`config.mk`:
```
export PLATFORM = sky130hd
export DESIGN_NAME = centered_window_average_filter_core
export DESIGN_NICKNAME = d
export VERILOG_FILES = /design/src/cwa_pkg.sv /design/src/centered_window_average_filter_core.sv /design/src/cwa_ram.sv /design/src/cwa_datapath.sv /design/src/cwa_ctrl.sv
export SDC_FILE = /design/constraint.sdc
export NUM_CORES = 1
export LEC_CHECK = 0
export ABC_AREA = 1
export BUFFER_PORTS_ARGS = -buffer_cell sky130_fd_sc_hd__buf_2
export CAP_MARGIN = 5
export CORE_ASPECT_RATIO = 0.9
export CORE_UTILIZATION = 29
export CTS_CLUSTER_SIZE = 16
export DETAILED_ROUTE_END_ITERATION = 10
export PLACE_DENSITY = 0.53
export SETUP_SLACK_MARGIN = 0.02
export SYNTH_ARGS = -nofsm -noshare
export SYNTH_HDL_FRONTEND = slang
export SYNTH_HIERARCHICAL = 1
export SYNTH_SLANG_ARGS = --single-unit
```
`constraint.sdc`:
```
create_clock -name i_clk -period 12.2 [get_ports i_clk]
set_input_delay 1.83 -clock i_clk [delete_from_list [all_inputs] [get_ports i_clk]]
set_output_delay 1.83 -clock i_clk [all_outputs]
set_load 0.005 [all_outputs]
```
`src/cwa_pkg.sv`:
```
// ============================================================================
// cwa_pkg: shared types and constants of the centered window average filter
// Holds field widths, the controller state type and the command and status
// bundles that pass between the controller and the datapath.
// ============================================================================
`default_nettype none

package cwa_pkg;

    localparam int DATA_W         = 8;   // sample and result width
    localparam int WIN_W          = 6;   // window length register width
    localparam int MAX_WINDOW_DEF = 32;  // default largest window

    typedef enum logic [3:0] {
        S_IDLE,
        S_DECIDE,
        S_PASS,
        S_RD_C,
        S_RD_P,
        S_RD_M,
        S_RD_X,
        S_WAIT,
        S_DLOAD,
        S_DIV,
        S_OUT
    } t_state;

    // Commands from the controller to the datapath.
    typedef struct packed {
        logic load_in;       // input transfer: store sample, update frame state
        logic start_out;     // set the first output offset
        logic rd_center;     // read the center sample, clear the accumulator
        logic rd_plus;       // read the sample at offset + d
        logic rd_minus;      // read the sample at offset - d, advance d
        logic rd_extra;      // read the newest sample once more
        logic div_load;      // load the divider from the accumulator
        logic div_step;      // one restoring division step
        logic out_load_pass; // load the output register with the raw sample
        logic out_load_avg;  // load the output register with the quotient
        logic next_off;      // move to the next (newer) flush offset
    } t_cmd;

    // Status from the datapath to the controller.
    typedef struct packed {
        logic pass;          // window below two: pass-through
        logic have_out;      // at least one output follows this sample
        logic dmax_ge1;      // at least one symmetric pair is inside the frame
        logic d_last;        // current pair is the last one
        logic extra;         // odd window and offset equals half-width
        logic div_done;      // quotient is ready
        logic out_free;      // output register can take a new result
        logic more;          // further flush outputs remain
    } t_status;

endpackage : cwa_pkg

`default_nettype wire

```
`src/centered_window_average_filter_core.sv`:
```
// ============================================================================
// centered_window_average_filter_core: centered moving average over frames
// Top level: joins the sequencing controller and the datapath.
// ============================================================================
// The block smooths frames of 8-bit samples. Each input transfer carries one
// sample and, on tlast, the end of its frame. With a half-width h taken from
// the window length (clamped to MAX_WINDOW), output i is the truncated
// average of sample i and every symmetric pair around it that lies wholly in
// the frame; an odd window adds sample i+h once more when output i is the one
// just completed. Output i leaves once sample i+h has arrived, and the last
// sample of a frame flushes all remaining outputs, the final one marked with
// tlast. A window length below two passes samples through unchanged. The
// window length must be written through i_cfg_we / i_cfg_wdata only while the
// block is idle; the user must ensure this, as the block does not enforce it.
// It resets to one. The block works on one input transfer at a time: each
// sample passes through the transfer and the decision, then each output walks
// the window one sample read per cycle from a circular sample RAM and runs a
// restoring divider of SUM_W bits, 14 for the default MAX_WINDOW of 32, that
// yields one quotient bit per cycle. Each output reads its center sample,
// its pairs inside the frame (at most h) and, for an odd window, the extra
// sample. The result sits in an output register, so the next sample is taken
// while the previous result still waits on the output side.
// ============================================================================
`default_nettype none

module centered_window_average_filter_core
    import cwa_pkg::*;
#(
    parameter int MAX_WINDOW = MAX_WINDOW_DEF
) (
    input  wire logic              i_clk,
    input  wire logic              i_rst_n,
    // Configuration: window length, written whenever i_cfg_we is high.
    input  wire logic              i_cfg_we,
    input  wire logic [WIN_W-1:0]  i_cfg_wdata,
    // Input stream.
    input  wire logic              i_s_tvalid,
    output logic                   o_s_tready,
    input  wire logic [DATA_W-1:0] i_s_tdata,   // [7:0] sample
    input  wire logic              i_s_tlast,   // frame end
    // Output stream.
    output logic                   o_m_tvalid,
    input  wire logic              i_m_tready,
    output logic [DATA_W-1:0]      o_m_tdata,   // [7:0] smoothed
    output logic                   o_m_tlast    // run end
);

    t_cmd    cmd;
    t_status status;

    // The controller owns the handshake on the input side and sequences
    // every read, division step and output load.
    cwa_ctrl u_ctrl (
        .i_clk      (i_clk),
        .i_rst_n    (i_rst_n),
        .i_s_tvalid (i_s_tvalid),
        .o_s_tready (o_s_tready),
        .i_status   (status),
        .o_cmd      (cmd)
    );

    // The datapath holds the sample RAM, the frame position, the accumulator,
    // the divider and the output register.
    cwa_datapath #(
        .MAX_WINDOW (MAX_WINDOW)
    ) u_datapath (
        .i_clk       (i_clk),
        .i_rst_n     (i_rst_n),
        .i_cfg_we    (i_cfg_we),
        .i_cfg_wdata (i_cfg_wdata),
        .i_sample    (i_s_tdata),
        .i_frame_end (i_s_tlast),
        .i_cmd       (cmd),
        .o_status    (status),
        .i_m_tready  (i_m_tready),
        .o_m_tvalid  (o_m_tvalid),
        .o_m_tdata   (o_m_tdata),
        .o_m_tlast   (o_m_tlast)
    );

endmodule : centered_window_average_filter_core

`default_nettype wire

```
`src/cwa_ram.sv`:
```
// ============================================================================
// cwa_ram: generic single-write, single-read RAM
// One write port and one read port, read data registered.
// ============================================================================
`default_nettype none

module cwa_ram #(
    parameter int WIDTH = 8,
    parameter int DEPTH = 33
) (
    input  wire logic                     i_clk,
    input  wire logic                     i_we,
    input  wire logic [$clog2(DEPTH)-1:0] i_waddr,
    input  wire logic [WIDTH-1:0]         i_wdata,
    input  wire logic [$clog2(DEPTH)-1:0] i_raddr,
    output logic      [WIDTH-1:0]         o_rdata
);

    logic [WIDTH-1:0] r_mem [DEPTH];

    always_ff @(posedge i_clk) begin
        if (i_we) begin
            r_mem[i_waddr] <= i_wdata;
        end
        o_rdata <= r_mem[i_raddr];
    end

endmodule : cwa_ram

`default_nettype wire

```
`src/cwa_datapath.sv`:
```
// ============================================================================
// cwa_datapath: sample store, accumulator, divider and output register
// Keeps the frame position, walks the window under controller command,
// divides the sum by the count and holds the result for the output side.
// ============================================================================
`default_nettype none

module cwa_datapath
    import cwa_pkg::*;
#(
    parameter int MAX_WINDOW = MAX_WINDOW_DEF
) (
    input  wire logic              i_clk,
    input  wire logic              i_rst_n,
    input  wire logic              i_cfg_we,
    input  wire logic [WIN_W-1:0]  i_cfg_wdata,
    input  wire logic [DATA_W-1:0] i_sample,
    input  wire logic              i_frame_end,
    input  wire t_cmd              i_cmd,
    output t_status                o_status,
    input  wire logic              i_m_tready,
    output logic                   o_m_tvalid,
    output logic [DATA_W-1:0]      o_m_tdata,
    output logic                   o_m_tlast
);

    localparam int DEPTH  = MAX_WINDOW + 1;
    localparam int AW     = $clog2(DEPTH);
    localparam int CW     = $clog2(DEPTH + 1);
    localparam int H_W    = $clog2(MAX_WINDOW / 2 + 1);
    localparam int CNT_W  = $clog2(MAX_WINDOW + 3);
    localparam int SUM_W  = CNT_W + DATA_W;
    localparam int STEP_W = $clog2(SUM_W + 1);
    localparam int CMP_W  = WIN_W + 2;

    localparam logic [AW-1:0]    LAST_ADDR = AW'(DEPTH - 1);
    localparam logic [CW-1:0]    CNT_SAT   = CW'(DEPTH);
    localparam logic [H_W-1:0]   H_MAX     = H_W'(MAX_WINDOW / 2);
    localparam logic             ODD_MAX   = 1'(MAX_WINDOW % 2);
    localparam logic [CMP_W-1:0] WIN_MAX   = CMP_W'(MAX_WINDOW);
    localparam logic [STEP_W-1:0] STEPS    = STEP_W'(SUM_W);

    logic [WIN_W-1:0]  r_window;
    logic [AW-1:0]     r_head;
    logic [CW-1:0]     r_count;
    logic [AW-1:0]     r_j;
    logic [H_W-1:0]    r_h;
    logic              r_odd;
    logic              r_pass;
    logic              r_last;
    logic [DATA_W-1:0] r_sample;
    logic [AW-1:0]     r_off;
    logic [AW-1:0]     r_d;
    logic              r_rd_v;
    logic [SUM_W-1:0]  r_sum;
    logic [CNT_W-1:0]  r_cnt;
    logic [CNT_W-1:0]  r_rem;
    logic [SUM_W-1:0]  r_quo;
    logic [STEP_W-1:0] r_step;
    logic              r_out_v;
    logic [DATA_W-1:0] r_out_data;
    logic              r_out_last;

    logic [AW-1:0]     n_head;
    logic [CW-1:0]     cnt_inc;
    logic [AW-1:0]     h_ext;
    logic [AW-1:0]     rd_ofs;
    logic [AW:0]       addr_tmp;
    logic [AW-1:0]     raddr;
    logic [DATA_W-1:0] rdata;
    logic [AW-1:0]     past;
    logic [AW-1:0]     dmax;
    logic [CNT_W:0]    div_trial;
    logic [CNT_W:0]    div_diff;

    assign n_head  = (r_head == LAST_ADDR) ? '0 : r_head + AW'(1);
    assign cnt_inc = (r_count < CNT_SAT) ? r_count + CW'(1) : r_count;
    assign h_ext   = AW'(r_h);

    // Offset behind the newest sample that is read in this cycle.
    always_comb begin
        rd_ofs = r_off;
        if (i_cmd.rd_plus) begin
            rd_ofs = r_off + r_d;
        end else if (i_cmd.rd_minus) begin
            rd_ofs = r_off - r_d;
        end else if (i_cmd.rd_extra) begin
            rd_ofs = '0;
        end
    end

    // Circular buffer: offset k lives k places behind the head.
    assign addr_tmp = {1'b0, r_head} + ((r_head < rd_ofs) ? (AW + 1)'(DEPTH) : '0)
                      - {1'b0, rd_ofs};
    assign raddr    = addr_tmp[AW-1:0];

    cwa_ram #(
        .WIDTH (DATA_W),
        .DEPTH (DEPTH)
    ) u_ram (
        .i_clk   (i_clk),
        .i_we    (i_cmd.load_in),
        .i_waddr (n_head),
        .i_wdata (i_sample),
        .i_raddr (raddr),
        .o_rdata (rdata)
    );

    // Pairs are inside the frame up to the smaller of the distances to either end.
    assign past = r_j - r_off;
    assign dmax = (past < r_off) ? past : r_off;

    assign div_trial = {r_rem, r_quo[SUM_W-1]};
    assign div_diff  = div_trial - {1'b0, r_cnt};

    always_comb begin
        o_status.pass     = r_pass;
        o_status.have_out = r_last || (r_j >= h_ext);
        o_status.dmax_ge1 = (dmax != '0);
        o_status.d_last   = (r_d == dmax);
        o_status.extra    = r_odd && (r_off == h_ext);
        o_status.div_done = (r_step == STEPS);
        o_status.out_free = !r_out_v || i_m_tready;
        o_status.more     = r_last && (r_off != '0);
    end

    always_ff @(posedge i_clk) begin
        if (!i_rst_n) begin
            r_window <= WIN_W'(1);
            r_head   <= '0;
            r_count  <= '0;
            r_rd_v   <= 1'b0;
            r_out_v  <= 1'b0;
        end else begin
            if (i_cfg_we) begin
                r_window <= i_cfg_wdata;
            end
            if (i_cmd.load_in) begin
                r_head  <= n_head;
                r_count <= i_frame_end ? '0 : cnt_inc;
            end
            r_rd_v <= i_cmd.rd_center | i_cmd.rd_plus | i_cmd.rd_minus | i_cmd.rd_extra;
            if (i_cmd.out_load_pass || i_cmd.out_load_avg) begin
                r_out_v <= 1'b1;
            end else if (i_m_tready) begin
                r_out_v <= 1'b0;
            end
        end
    end

    always_ff @(posedge i_clk) begin
        if (i_cmd.load_in) begin
            r_sample <= i_sample;
            r_last   <= i_frame_end;
            r_j      <= AW'(cnt_inc - CW'(1));
            r_pass   <= (r_window < WIN_W'(2));
            if ({2'b00, r_window} > WIN_MAX) begin
                r_h   <= H_MAX;
                r_odd <= ODD_MAX;
            end else begin
                r_h   <= H_W'(r_window >> 1);
                r_odd <= r_window[0];
            end
        end
        if (i_cmd.start_out) begin
            r_off <= (r_j >= h_ext) ? h_ext : r_j;
        end else if (i_cmd.next_off) begin
            r_off <= r_off - AW'(1);
        end
        if (i_cmd.rd_center) begin
            r_d   <= AW'(1);
            r_sum <= '0;
            r_cnt <= '0;
        end else begin
            if (i_cmd.rd_minus) begin
                r_d <= r_d + AW'(1);
            end
            if (r_rd_v) begin
                r_sum <= r_sum + SUM_W'(rdata);
                r_cnt <= r_cnt + CNT_W'(1);
            end
        end
        if (i_cmd.div_load) begin
            r_quo  <= r_sum;
            r_rem  <= '0;
            r_step <= '0;
        end else if (i_cmd.div_step) begin
            r_step <= r_step + STEP_W'(1);
            if (!div_diff[CNT_W]) begin
                r_rem <= div_diff[CNT_W-1:0];
                r_quo <= {r_quo[SUM_W-2:0], 1'b1};
            end else begin
                r_rem <= div_trial[CNT_W-1:0];
                r_quo <= {r_quo[SUM_W-2:0], 1'b0};
            end
        end
        if (i_cmd.out_load_pass) begin
            r_out_data <= r_sample;
            r_out_last <= r_last;
        end else if (i_cmd.out_load_avg) begin
            r_out_data <= r_quo[DATA_W-1:0];
            r_out_last <= r_last && (r_off == '0);
        end
    end

    assign o_m_tvalid = r_out_v;
    assign o_m_tdata  = r_out_data;
    assign o_m_tlast  = r_out_last;

endmodule : cwa_datapath

`default_nettype wire

```
`src/cwa_ctrl.sv`:
```
// ============================================================================
// cwa_ctrl: sequencing state machine of the centered window average filter
// Takes one input transfer at a time and steps the datapath through the
// window reads, the division and the result hand-off of each output.
// ============================================================================
`default_nettype none

module cwa_ctrl
    import cwa_pkg::*;
(
    input  wire logic    i_clk,
    input  wire logic    i_rst_n,
    input  wire logic    i_s_tvalid,
    output logic         o_s_tready,
    input  wire t_status i_status,
    output t_cmd         o_cmd
);

    t_state r_state;
    t_state n_state;

    always_ff @(posedge i_clk) begin
        if (!i_rst_n) begin
            r_state <= S_IDLE;
        end else begin
            r_state <= n_state;
        end
    end

    always_comb begin
        n_state    = r_state;
        o_cmd      = '0;
        o_s_tready = 1'b0;
        unique case (r_state)
            S_IDLE: begin
                // No transfer is taken while reset is held.
                o_s_tready    = i_rst_n;
                o_cmd.load_in = i_s_tvalid && i_rst_n;
                if (i_s_tvalid) begin
                    n_state = S_DECIDE;
                end
            end
            S_DECIDE: begin
                if (i_status.pass) begin
                    n_state = S_PASS;
                end else if (i_status.have_out) begin
                    o_cmd.start_out = 1'b1;
                    n_state         = S_RD_C;
                end else begin
                    n_state = S_IDLE;
                end
            end
            S_PASS: begin
                if (i_status.out_free) begin
                    o_cmd.out_load_pass = 1'b1;
                    n_state             = S_IDLE;
                end
            end
            S_RD_C: begin
                o_cmd.rd_center = 1'b1;
                if (i_status.dmax_ge1) begin
                    n_state = S_RD_P;
                end else if (i_status.extra) begin
                    n_state = S_RD_X;
                end else begin
                    n_state = S_WAIT;
                end
            end
            S_RD_P: begin
                o_cmd.rd_plus = 1'b1;
                n_state       = S_RD_M;
            end
            S_RD_M: begin
                o_cmd.rd_minus = 1'b1;
                if (!i_status.d_last) begin
                    n_state = S_RD_P;
                end else if (i_status.extra) begin
                    n_state = S_RD_X;
                end else begin
                    n_state = S_WAIT;
                end
            end
            S_RD_X: begin
                o_cmd.rd_extra = 1'b1;
                n_state        = S_WAIT;
            end
            S_WAIT: begin
                n_state = S_DLOAD;
            end
            S_DLOAD: begin
                o_cmd.div_load = 1'b1;
                n_state        = S_DIV;
            end
            S_DIV: begin
                if (i_status.div_done) begin
                    n_state = S_OUT;
                end else begin
                    o_cmd.div_step = 1'b1;
                end
            end
            S_OUT: begin
                if (i_status.out_free) begin
                    o_cmd.out_load_avg = 1'b1;
                    if (i_status.more) begin
                        o_cmd.next_off = 1'b1;
                        n_state        = S_RD_C;
                    end else begin
                        n_state = S_IDLE;
                    end
                end
            end
            default: begin
                n_state = S_IDLE;
            end
        endcase
    end

endmodule : cwa_ctrl

`default_nettype wire
```
==> flow_metrics.tcl, run 1 <==
set metrics [dict create \
    finalSetupTns_ns 0 \
    synth_area_um2 18500 \
    path_buf_inv 7 \
    io_buffers 30 \
    fmax_mhz 161 \
    critPathTopFamily "buffers and inverters" \
    cp.depth 31 \
    dp_hpwl_um 30300 \
    cap_violations 0 \
    path_common_cell "nand2_1" \
    yosysTopAreaCellShare_pct 51.3 \
    ys_seq_area_share_pct 58.6 \
    vias 13300 \
    critPathMaxFanout 65 \
    clk_pin_slew_ns 0.06 \
    final_util_pct 32.7 \
    fp.dieArea_um2 64600 \
    ys_ff_latch 383 \
    io-pin-count 31 \
    grt_pass1_vias 12900 \
    slowest_delay_ns 0.64 \
    rsz0062_at_grt "false" \
    slowest_stage "buf_4" \
    worstMarginPinSlew_ns 1.28 \
    post-route-period-util_pct 50.9 \
    cp.arrival_ns 6.74 \
    status "completed" \
    synth_top_area_cell "edfxtp_1" \
    worstSetupPathType "reg2reg" \
    clockBufferDepth 3 \
    vdd_drop_max_v 0.000260 \
    layout.nets 2016 \
    drt_wl_total_um 47100 \
    die-height_um 241 \
    cts_tree "built" \
    setup_viol 0 \
    synth_area_leaders "edfxtp_1 (51%), nand2_1 (11%), nand3_1 (7.7%)" \
    worstSkewPairLatency_ns 0.58 \
    fillCellCount 6442 \
    grt_antenna_before_repair 0 \
    hold_buffers 0 \
    synth.avg_cell_area_um2 9.65 \
    grt_first_pass_wirelength_um 74000 \
    setup.worst_path.start_class "flop" \
    hold_viol 0 \
    finalWorstSetupSlack_ns 5.99 \
    start_util_pct 29.4 \
    die_x_um 268 \
    drive_gt1_share_pct 6.90 \
    crit_required_ns 12.73 \
    drtIter0Drc 1262 \
    layout_common_cells "nand2_1 (557), edfxtp_1 (315), nand3_1 (285), inv_1 (164), nor2_1 (124)" \
    syn_nets 2001 \
    layout_commonest_cell "nand2_1" \
    antenna_cells 0 \
    numCtsBuffers 40 \
    drtAntennaViolNets 0 \
    r2r_cells 31 \
    async_flop_share_pct 0 \
    drc_errors 0 \
    cts_sinks 383 \
    post-place-ws_ns 6.05 \
    hold_path_depth 2 \
    postSynthCellCount 1912 \
    yosys_warnings 6 \
    drt-pass1-iter-count 5 \
    worst_clock_skew_ns 0.0286 \
    powerDensity_nw_per_um2 266 \
    leakage_uw 0.00814 \
    h-tree-depth 2 \
    finalNonFillerCells 2802 \
    fin_crit_ns 6.21 \
    post_cts_buffers 0 \
    vias_per_cell 4.76 \
    cts_resized 0 \
    rows 87 \
    clockRootBuffer "clkbuf_16" \
    cp-end-kind "flop" \
    grt_use_total_pct 14.8 \
    coreArea_um2 62800 \
    wire_per_inst_um 16.8 \
    synth_edf_count 315 \
    yosys_most_used_dff "edfxtp_1" \
    syn_to_final_growth_pct 11.4 \
    ys_types 53 \
    grt-ovfl-total 0 \
    place.gp.congestion 0.882 \
    slew_headroom_pct 14.3 \
    drv_slew 0 \
    dpl.cell_count 2729 \
    hp-class "reg2reg" \
    grt_max_degree 113 \
]
==> cells in the mapped netlist, drive strengths merged (2+ instances only) <==
master / count
xor2: 16
nand4: 15
nor2: 134
nand2: 565
fa: 7
a21o: 3
nand3: 287
inv: 168
ha: 62
a31oi: 7
nand3b: 4
dfxtp: 68
nor3: 14
edfxtp: 315
o211ai: 11
o21a: 3
nor4: 2
a21oi: 65
a211oi: 3
or2: 5
o21ai: 67
buf: 47
xnor2: 9
o22ai: 3
clkbuf: 22
a21boi: 2
==> area by class of cell <==
cell class                      count  area (um2)  share of cell area (%)
Clock buffer                       47        1030                    5.00
Clock inverter                     25         220                    1.07
Inverter                          169         636                    3.09
Multi-Input combinational cell   1291        6540                    31.8
Sequential cell                   383       10800                    52.6
Tap cell                          845        1060                    5.14
Timing Repair Buffer               42         260                    1.27
==> cell families (layout without fill, tap and decap cells) <==
family                   count (synthesis)  in the layout  synth area share, %
buffers and inverters                  238            283                 6.10
flip-flops                             383            383                 58.6
adder cells (fa/ha/maj)                 69             69                 4.96
XOR/XNOR                                25             25                 1.19
AO/OA/AOI/OAI                          169            169                 5.18
AND/OR/NAND/NOR                       1028           1028                 23.9
==> sequential cells by signal, indices dropped and copies added (netlist names), 8 cells and up <==
name and cells:
u_datapath/r_sample 8, u_datapath/u_ram/o_rdata 8, u_datapath/u_ram/r_mem 264, u_datapath/r_sum 14
u_datapath/r_quo 14, u_datapath/o_m_tdata 8
==> worst reg2reg max path: cells and delay by family (launching register included) <==
| kind | cells | cell delay, ns |
|---|---|---|
| adders and majority gates | 6 | 1.78 |
| DFF | 1 | 0.51 |
| AOI/OAI and AO/OA | 3 | 0.50 |
| and+or+nand+nor | 14 | 1.41 |
| xor gates and xnor gates | 1 | 0.16 |
| buffers and inverters | 7 | 1.82 |
==> path summary, 6_finish.rpt <==
path / from / to / slack (ns)
hold reg to reg: u_datapath/u_ram/r_mem[32][4] / u_datapath/u_ram/o_rdata[4] / 0.44
setup reg to reg: u_datapath/r_off[0] / u_datapath/u_ram/o_rdata[4] / 5.99
hold / removal: u_datapath/u_ram/r_mem[32][4] / u_datapath/u_ram/o_rdata[4] / 0.44
setup / recovery: u_datapath/r_off[0] / u_datapath/u_ram/o_rdata[4] / 5.99
==> routing by layer <==
layer | global-route usage (%) | routed length [um] | vias up
met5 | 0 | 0 | -
met4 | 4.02 | 859 | 0
met3 | 2.88 | 2960 | 66
met2 | 22.2 | 20100 | 401
met1 | 21.4 | 23200 | 6360
li1 | - | - | 6517
==> per-stage QoR <==
step	hold WS (ns)	instance area, um2	power [uW]
floorplan	0.415	18500	3650
global placement	0.434	19300	4250
detailed placement	0.433	19300	4270
CTS	0.447	20500	5480
global route	0.466	20600	5900
finish	0.443	20600	5480
==> power breakdown <==
| part | total (uW) | switching (uW) | internal (uW) |
|---|---|---|---|
| Clock | 1190 | 518 | 669 |
| Combinational | 2610 | 1800 | 805 |
| Sequential | 1680 | 110 | 1570 |
Note: power is estimated with default switching activity, not from simulation.
==> run 2: changes to the inputs <==
clock period = 6.4 ns   (was 12.2 ns; I/O delays follow)
==> run 2 against run 1 <==
Core utilization grew 0.31 points. Largest power group unchanged. Non-clock buffer count grew 4. Sequential cell count is the same. Critical endpoint is now u_datapath/u_ram/o_rdata[5]. Worst hold slack gained 0.0019 ns. Largest cell class unchanged. Count of clock-buffer cells in the layout grew 4. Register-to-register slack lost 5.0 ns. Clock skew grew 0.0061 ns. Total power grew 94%. Critical path depth shrank 2.
==> flow_metrics.tcl, run 2 (synthesized netlist as in run 1, its figures left out) <==
set metrics [dict create \
    wire_per_inst_um 16.7 \
    hold_path_depth 2 \
    dp_hpwl_um 30100 \
    pwr-share-seq_pct 30.1 \
    cts_sinks 383 \
    dpl.cell_count 2734 \
    cp-end-kind "flop" \
    vias_per_cell 4.80 \
    hp-class "reg2reg" \
    hold_viol 0 \
    grt_antenna_before_repair 0 \
    setup.worst_path.start_class "flop" \
    status "completed" \
    rows 87 \
    leakage_uw 0.00824 \
    clockRootBuffer "clkbuf_16" \
    drc_errors 0 \
    worstMarginPinSlew_ns 0.997 \
    h-tree-depth 2 \
    drtAntennaViolNets 0 \
    powerDensity_nw_per_um2 512 \
    cts_tree "built" \
    io_buffers 30 \
    fmax_mhz 183 \
    clockBufferDepth 3 \
    vdd_drop_max_v 0.000415 \
    numCtsBuffers 42 \
    r2r_cells 29 \
    drv_slew 0 \
    cp.arrival_ns 5.92 \
    vias 13500 \
    fin_area_um2 20800 \
    dpl_cell_area_um2 19300 \
    layout_common_cells "nand2_1 (557), edfxtp_1 (315), nand3_1 (285), inv_1 (164), nor2_1 (124)" \
    grt_use_total_pct 14.6 \
    drt-pass1-iter-count 6 \
    drtIter0Drc 1189 \
    slowest_stage "fa_2" \
    die-height_um 241 \
    clk_pin_slew_ns 0.06 \
    syn_to_final_growth_pct 12.4 \
    fin_crit_ns 5.46 \
    slew_headroom_pct 33.3 \
    worst_clock_skew_ns 0.0347 \
    path_common_cell "nand2_1" \
    rsz0062_at_grt "false" \
    post-route-period-util_pct 85.2 \
    drt_wl_total_um 46900 \
    comb_power_share_pct 46.5 \
    fp.dieArea_um2 64600 \
    grt-ovfl-total 0 \
    critPathMaxFanout 48 \
    drive_gt1_share_pct 7.79 \
    post_cts_buffers 0 \
    cap_violations 0 \
    final_util_pct 33.0 \
    r2r_slack_ns 0.94 \
    cts_resized 0 \
    top_regs "u_datapath/u_ram/r_mem: 264 flops, u_datapath/r_quo: 14 flops, u_datapath/r_sum: 14 flops" \
    pwr-share-clk_pct 23.4 \
    largest_reg_flops 264 \
    layout.nets 2022 \
    finalSetupTns_ns 0 \
    grt_first_pass_wirelength_um 73400 \
    setup_viol 0 \
    p_sw_uw 4640 \
    layout_commonest_cell "nand2_1" \
    die_x_um 268 \
    top_register "u_datapath/u_ram/r_mem" \
    power.internal_uw 5990 \
    grt_max_degree 129 \
    slowest_delay_ns 0.85 \
    grt_pass1_vias 12900 \
    start_util_pct 29.4 \
    sw_frac_of_total_pct 43.6 \
    io-pin-count 31 \
    place.gp.congestion 0.869 \
    finalNonFillerCells 2811 \
    worstSetupPathType "reg2reg" \
    hold_buffers 0 \
    crit_required_ns 6.86 \
    worstSkewPairLatency_ns 0.57 \
    coreArea_um2 62800 \
]
## run 2: layer usage
layer  track usage [%]  vias up  wire, um
li1                  -     6528         -
met1              21.4     6438     22900
met2              21.6      450     20000
met3              2.92       63      3170
met4              4.03        0       901
met5                 0        -         0
## run 2: final timing paths
path | end | start
worst min-delay path | u_datapath/u_ram/o_rdata[6] | u_datapath/u_ram/r_mem[32][6]
worst max register to register | u_datapath/u_ram/o_rdata[5] | u_datapath/r_off[0]
worst max-delay path | u_datapath/u_ram/o_rdata[5] | u_datapath/r_off[0]
worst min register to register | u_datapath/u_ram/o_rdata[6] | u_datapath/u_ram/r_mem[32][6]
## run 2: cell type report
type / count / area, um2
Sequential cell: 383 / 10800
Tap cell: 845 / 1060
Antenna cell: 1 / 2.50
Clock buffer: 51 / 1120
Timing Repair Buffer: 46 / 295
Clock inverter: 25 / 279
Multi-Input combinational cell: 1291 / 6540
Fill cell: 6394 / 42100
Inverter: 169 / 636
## run 2: power groups by stage
| stage | clock network, uW | logic (uW) | registers (uW) |
|---|---|---|---|
| 6_report | 2480 | 4940 | 3200 |
| 5_1_grt | 2650 | 5540 | 3230 |
| 4_1_cts | 2550 | 4910 | 3200 |
| 3_5_place_dp | 0 | 4890 | 3250 |
| 3_3_place_gp | 0 | 4880 | 3240 |
| 2_1_floorplan | 0 | 3800 | 3150 |
## run 2: critical path: cells and delay by family (launching register included)
kind            cells  cell delay (ns)
compound gates      3             0.51
fa+ha+maj           6             2.11
buf+inv             5             0.74
flops               1             0.51
xor+xnor            1             0.16
simple gates       14             1.30
## run 2: through the flow
stage	hold WS [ns]	setup WS [ns]	power, uW
global placement	0.430	1.06	8120
floorplan	0.415	1.88	6950
CTS	0.442	1.02	10700
detailed placement	0.427	1.01	8140
finish	0.445	0.945	10600
global route	0.455	0.536	11400
==> run 3: changes to the inputs <==
CORE_ASPECT_RATIO = 0.5   (was 0.9)
==> run 3 against run 2 <==
Fmax decreased by 0.65%. Combinational power decreased by 0.8%. Sequential share of layout area rose by 0.47 points. Clock power decreased by 10%. Core utilization grew 0.15 points. Sequential cell count stayed put. Worst hold slack improved by 0.0017 ns. Global-route usage shrank 0.42 points. Critical endpoint is now u_datapath/u_ram/o_rdata[1]. Largest power group unchanged.
==> flow_metrics.tcl, run 3 (synthesized netlist as in run 1, its figures left out) <==
set metrics [dict create \
    finalNonFillerCells 2787 \
    coreArea_um2 62000 \
    layout_commonest_cell "nand2_1" \
    top_regs "u_datapath/u_ram/r_mem: 264 flops, u_datapath/r_quo: 14 flops, u_datapath/r_sum: 14 flops" \
    dp_hpwl_um 29300 \
    die-height_um 180 \
    rsz0062_at_grt "false" \
    hold_viol 0 \
    drc_errors 0 \
    layout_common_cells "nand2_1 (557), edfxtp_1 (315), nand3_1 (285), inv_1 (164), nor2_1 (124)" \
    wire_per_inst_um 16.4 \
    slowest_stage "edfxtp_1" \
    finalSetupTns_ns 0 \
    io-pin-count 31 \
    post-route-period-util_pct 85.8 \
    worstMarginPinSlew_ns 1.05 \
    die_x_um 359 \
    clk_pin_slew_ns 0.06 \
    worstSkewPairLatency_ns 0.56 \
    numCtsBuffers 40 \
    grt_pass1_vias 12500 \
    drive_gt1_share_pct 7.14 \
    path_common_cell "nand2_1" \
    setup.worst_path.start_class "flop" \
    grt_use_total_pct 14.2 \
    critPathMaxFanout 26 \
    drt-pass1-iter-count 5 \
    cts_tree "built" \
    slew_headroom_pct 29.6 \
    grt_max_degree 129 \
    powerDensity_nw_per_um2 501 \
    h-tree-depth 2 \
    hold_buffers 0 \
    syn_to_final_growth_pct 11.5 \
    place.gp.congestion 0.861 \
    clockRootBuffer "clkbuf_16" \
    slowest_delay_ns 0.51 \
    worst_clock_skew_ns 0.0342 \
    worstSetupPathType "reg2reg" \
    rows 64 \
    leakage_uw 0.00815 \
    cap_violations 0 \
    drtIter0Drc 1010 \
    clockBufferDepth 3 \
    layout.nets 2018 \
    start_util_pct 29.8 \
    cp.arrival_ns 5.93 \
    cp-end-kind "flop" \
    post_cts_buffers 0 \
    setup_viol 0 \
    largest_reg_flops 264 \
    grt_antenna_before_repair 0 \
    crit_required_ns 6.84 \
    fp.dieArea_um2 64700 \
    drt_wl_total_um 45700 \
    status "completed" \
    cts_sinks 383 \
    fmax_mhz 182 \
    fin_crit_ns 5.49 \
    vias 13100 \
    cts_resized 0 \
    drtAntennaViolNets 0 \
    io_buffers 30 \
    vias_per_cell 4.70 \
    vdd_drop_max_v 0.000487 \
    grt-ovfl-total 0 \
    hp-class "reg2reg" \
    grt_first_pass_wirelength_um 71700 \
    top_register "u_datapath/u_ram/r_mem" \
    dpl.cell_count 2712 \
    drv_slew 0 \
]
## run 3: cell count changes in the layout (fill, tap and decap cells not counted), moves of 2 or more
cell | previous run | this run
clkbuf_1 | 5 | 10
bufinv_16 | 5 | 1
clkinv_1 | 5 | 8
inv_6 | 3 | 0
buf_4 | 14 | 12
## run 3: worst paths after layout
check / startpoint / to / slack (ns) / cells past startpoint
worst min-delay path: u_datapath/u_ram/r_mem[32][2] / u_datapath/u_ram/o_rdata[2] / 0.45 / 2
worst max-delay path: u_datapath/r_off[0] / u_datapath/u_ram/o_rdata[1] / 0.91 / 30
worst max register to register: u_datapath/r_off[0] / u_datapath/u_ram/o_rdata[1] / 0.91 / 30
worst min register to register: u_datapath/u_ram/r_mem[32][2] / u_datapath/u_ram/o_rdata[2] / 0.45 / 2
## run 3: critical path: cells and delay by family, from the launching register on
kind | cells | cell delay (ns)
fa+ha+maj | 6 | 1.67
compound gates | 3 | 0.50
xor+xnor | 1 | 0.16
flops | 1 | 0.51
simple gates | 14 | 1.31
buf+inv | 6 | 1.24
## run 3: where the power goes
| group | leakage [uW] | switching, uW | internal, uW |
|---|---|---|---|
| Clock | 0.000610 | 967 | 1260 |
| Sequential | 0.00341 | 187 | 2990 |
| Combinational | 0.00414 | 3390 | 1510 |
## run 3: final cells by class
class | instances | area (um2)
antenna | 2 | 5.00
clock buffer | 54 | 1100
fill | 6390 | 41400
multi-input combinational | 1291 | 6540
inverter | 169 | 636
timing repair buffer | 44 | 280
sequential | 383 | 10800
tap | 825 | 1030
clock inverter | 19 | 153
## run 3: through the flow
stage / hold slack (ns) / util [%] / setup slack [ns] / area, um2 / power [uW]
finish: 0.446 / 33.2 / 0.909 / 20600 / 10300
global route: 0.491 / 33.2 / 0.356 / 20600 / 11100
CTS: 0.447 / 33.2 / 0.905 / 20600 / 10400
detailed placement: 0.433 / 31.1 / 0.912 / 19300 / 8120
global placement: 0.422 / 31.1 / 1.01 / 19300 / 8110
floorplan: 0.415 / - / 1.88 / 18500 / 6950
## run 3: routing by layer
| layer | vias up | GRT usage, % | wire (um) |
|---|---|---|---|
| li1 | 6526 | - | - |
| met1 | 6251 | 19.8 | 21900 |
| met2 | 259 | 22.9 | 21000 |
| met3 | 64 | 1.99 | 1930 |
| met4 | 0 | 3.59 | 884 |
| met5 | - | 0 | 0 |
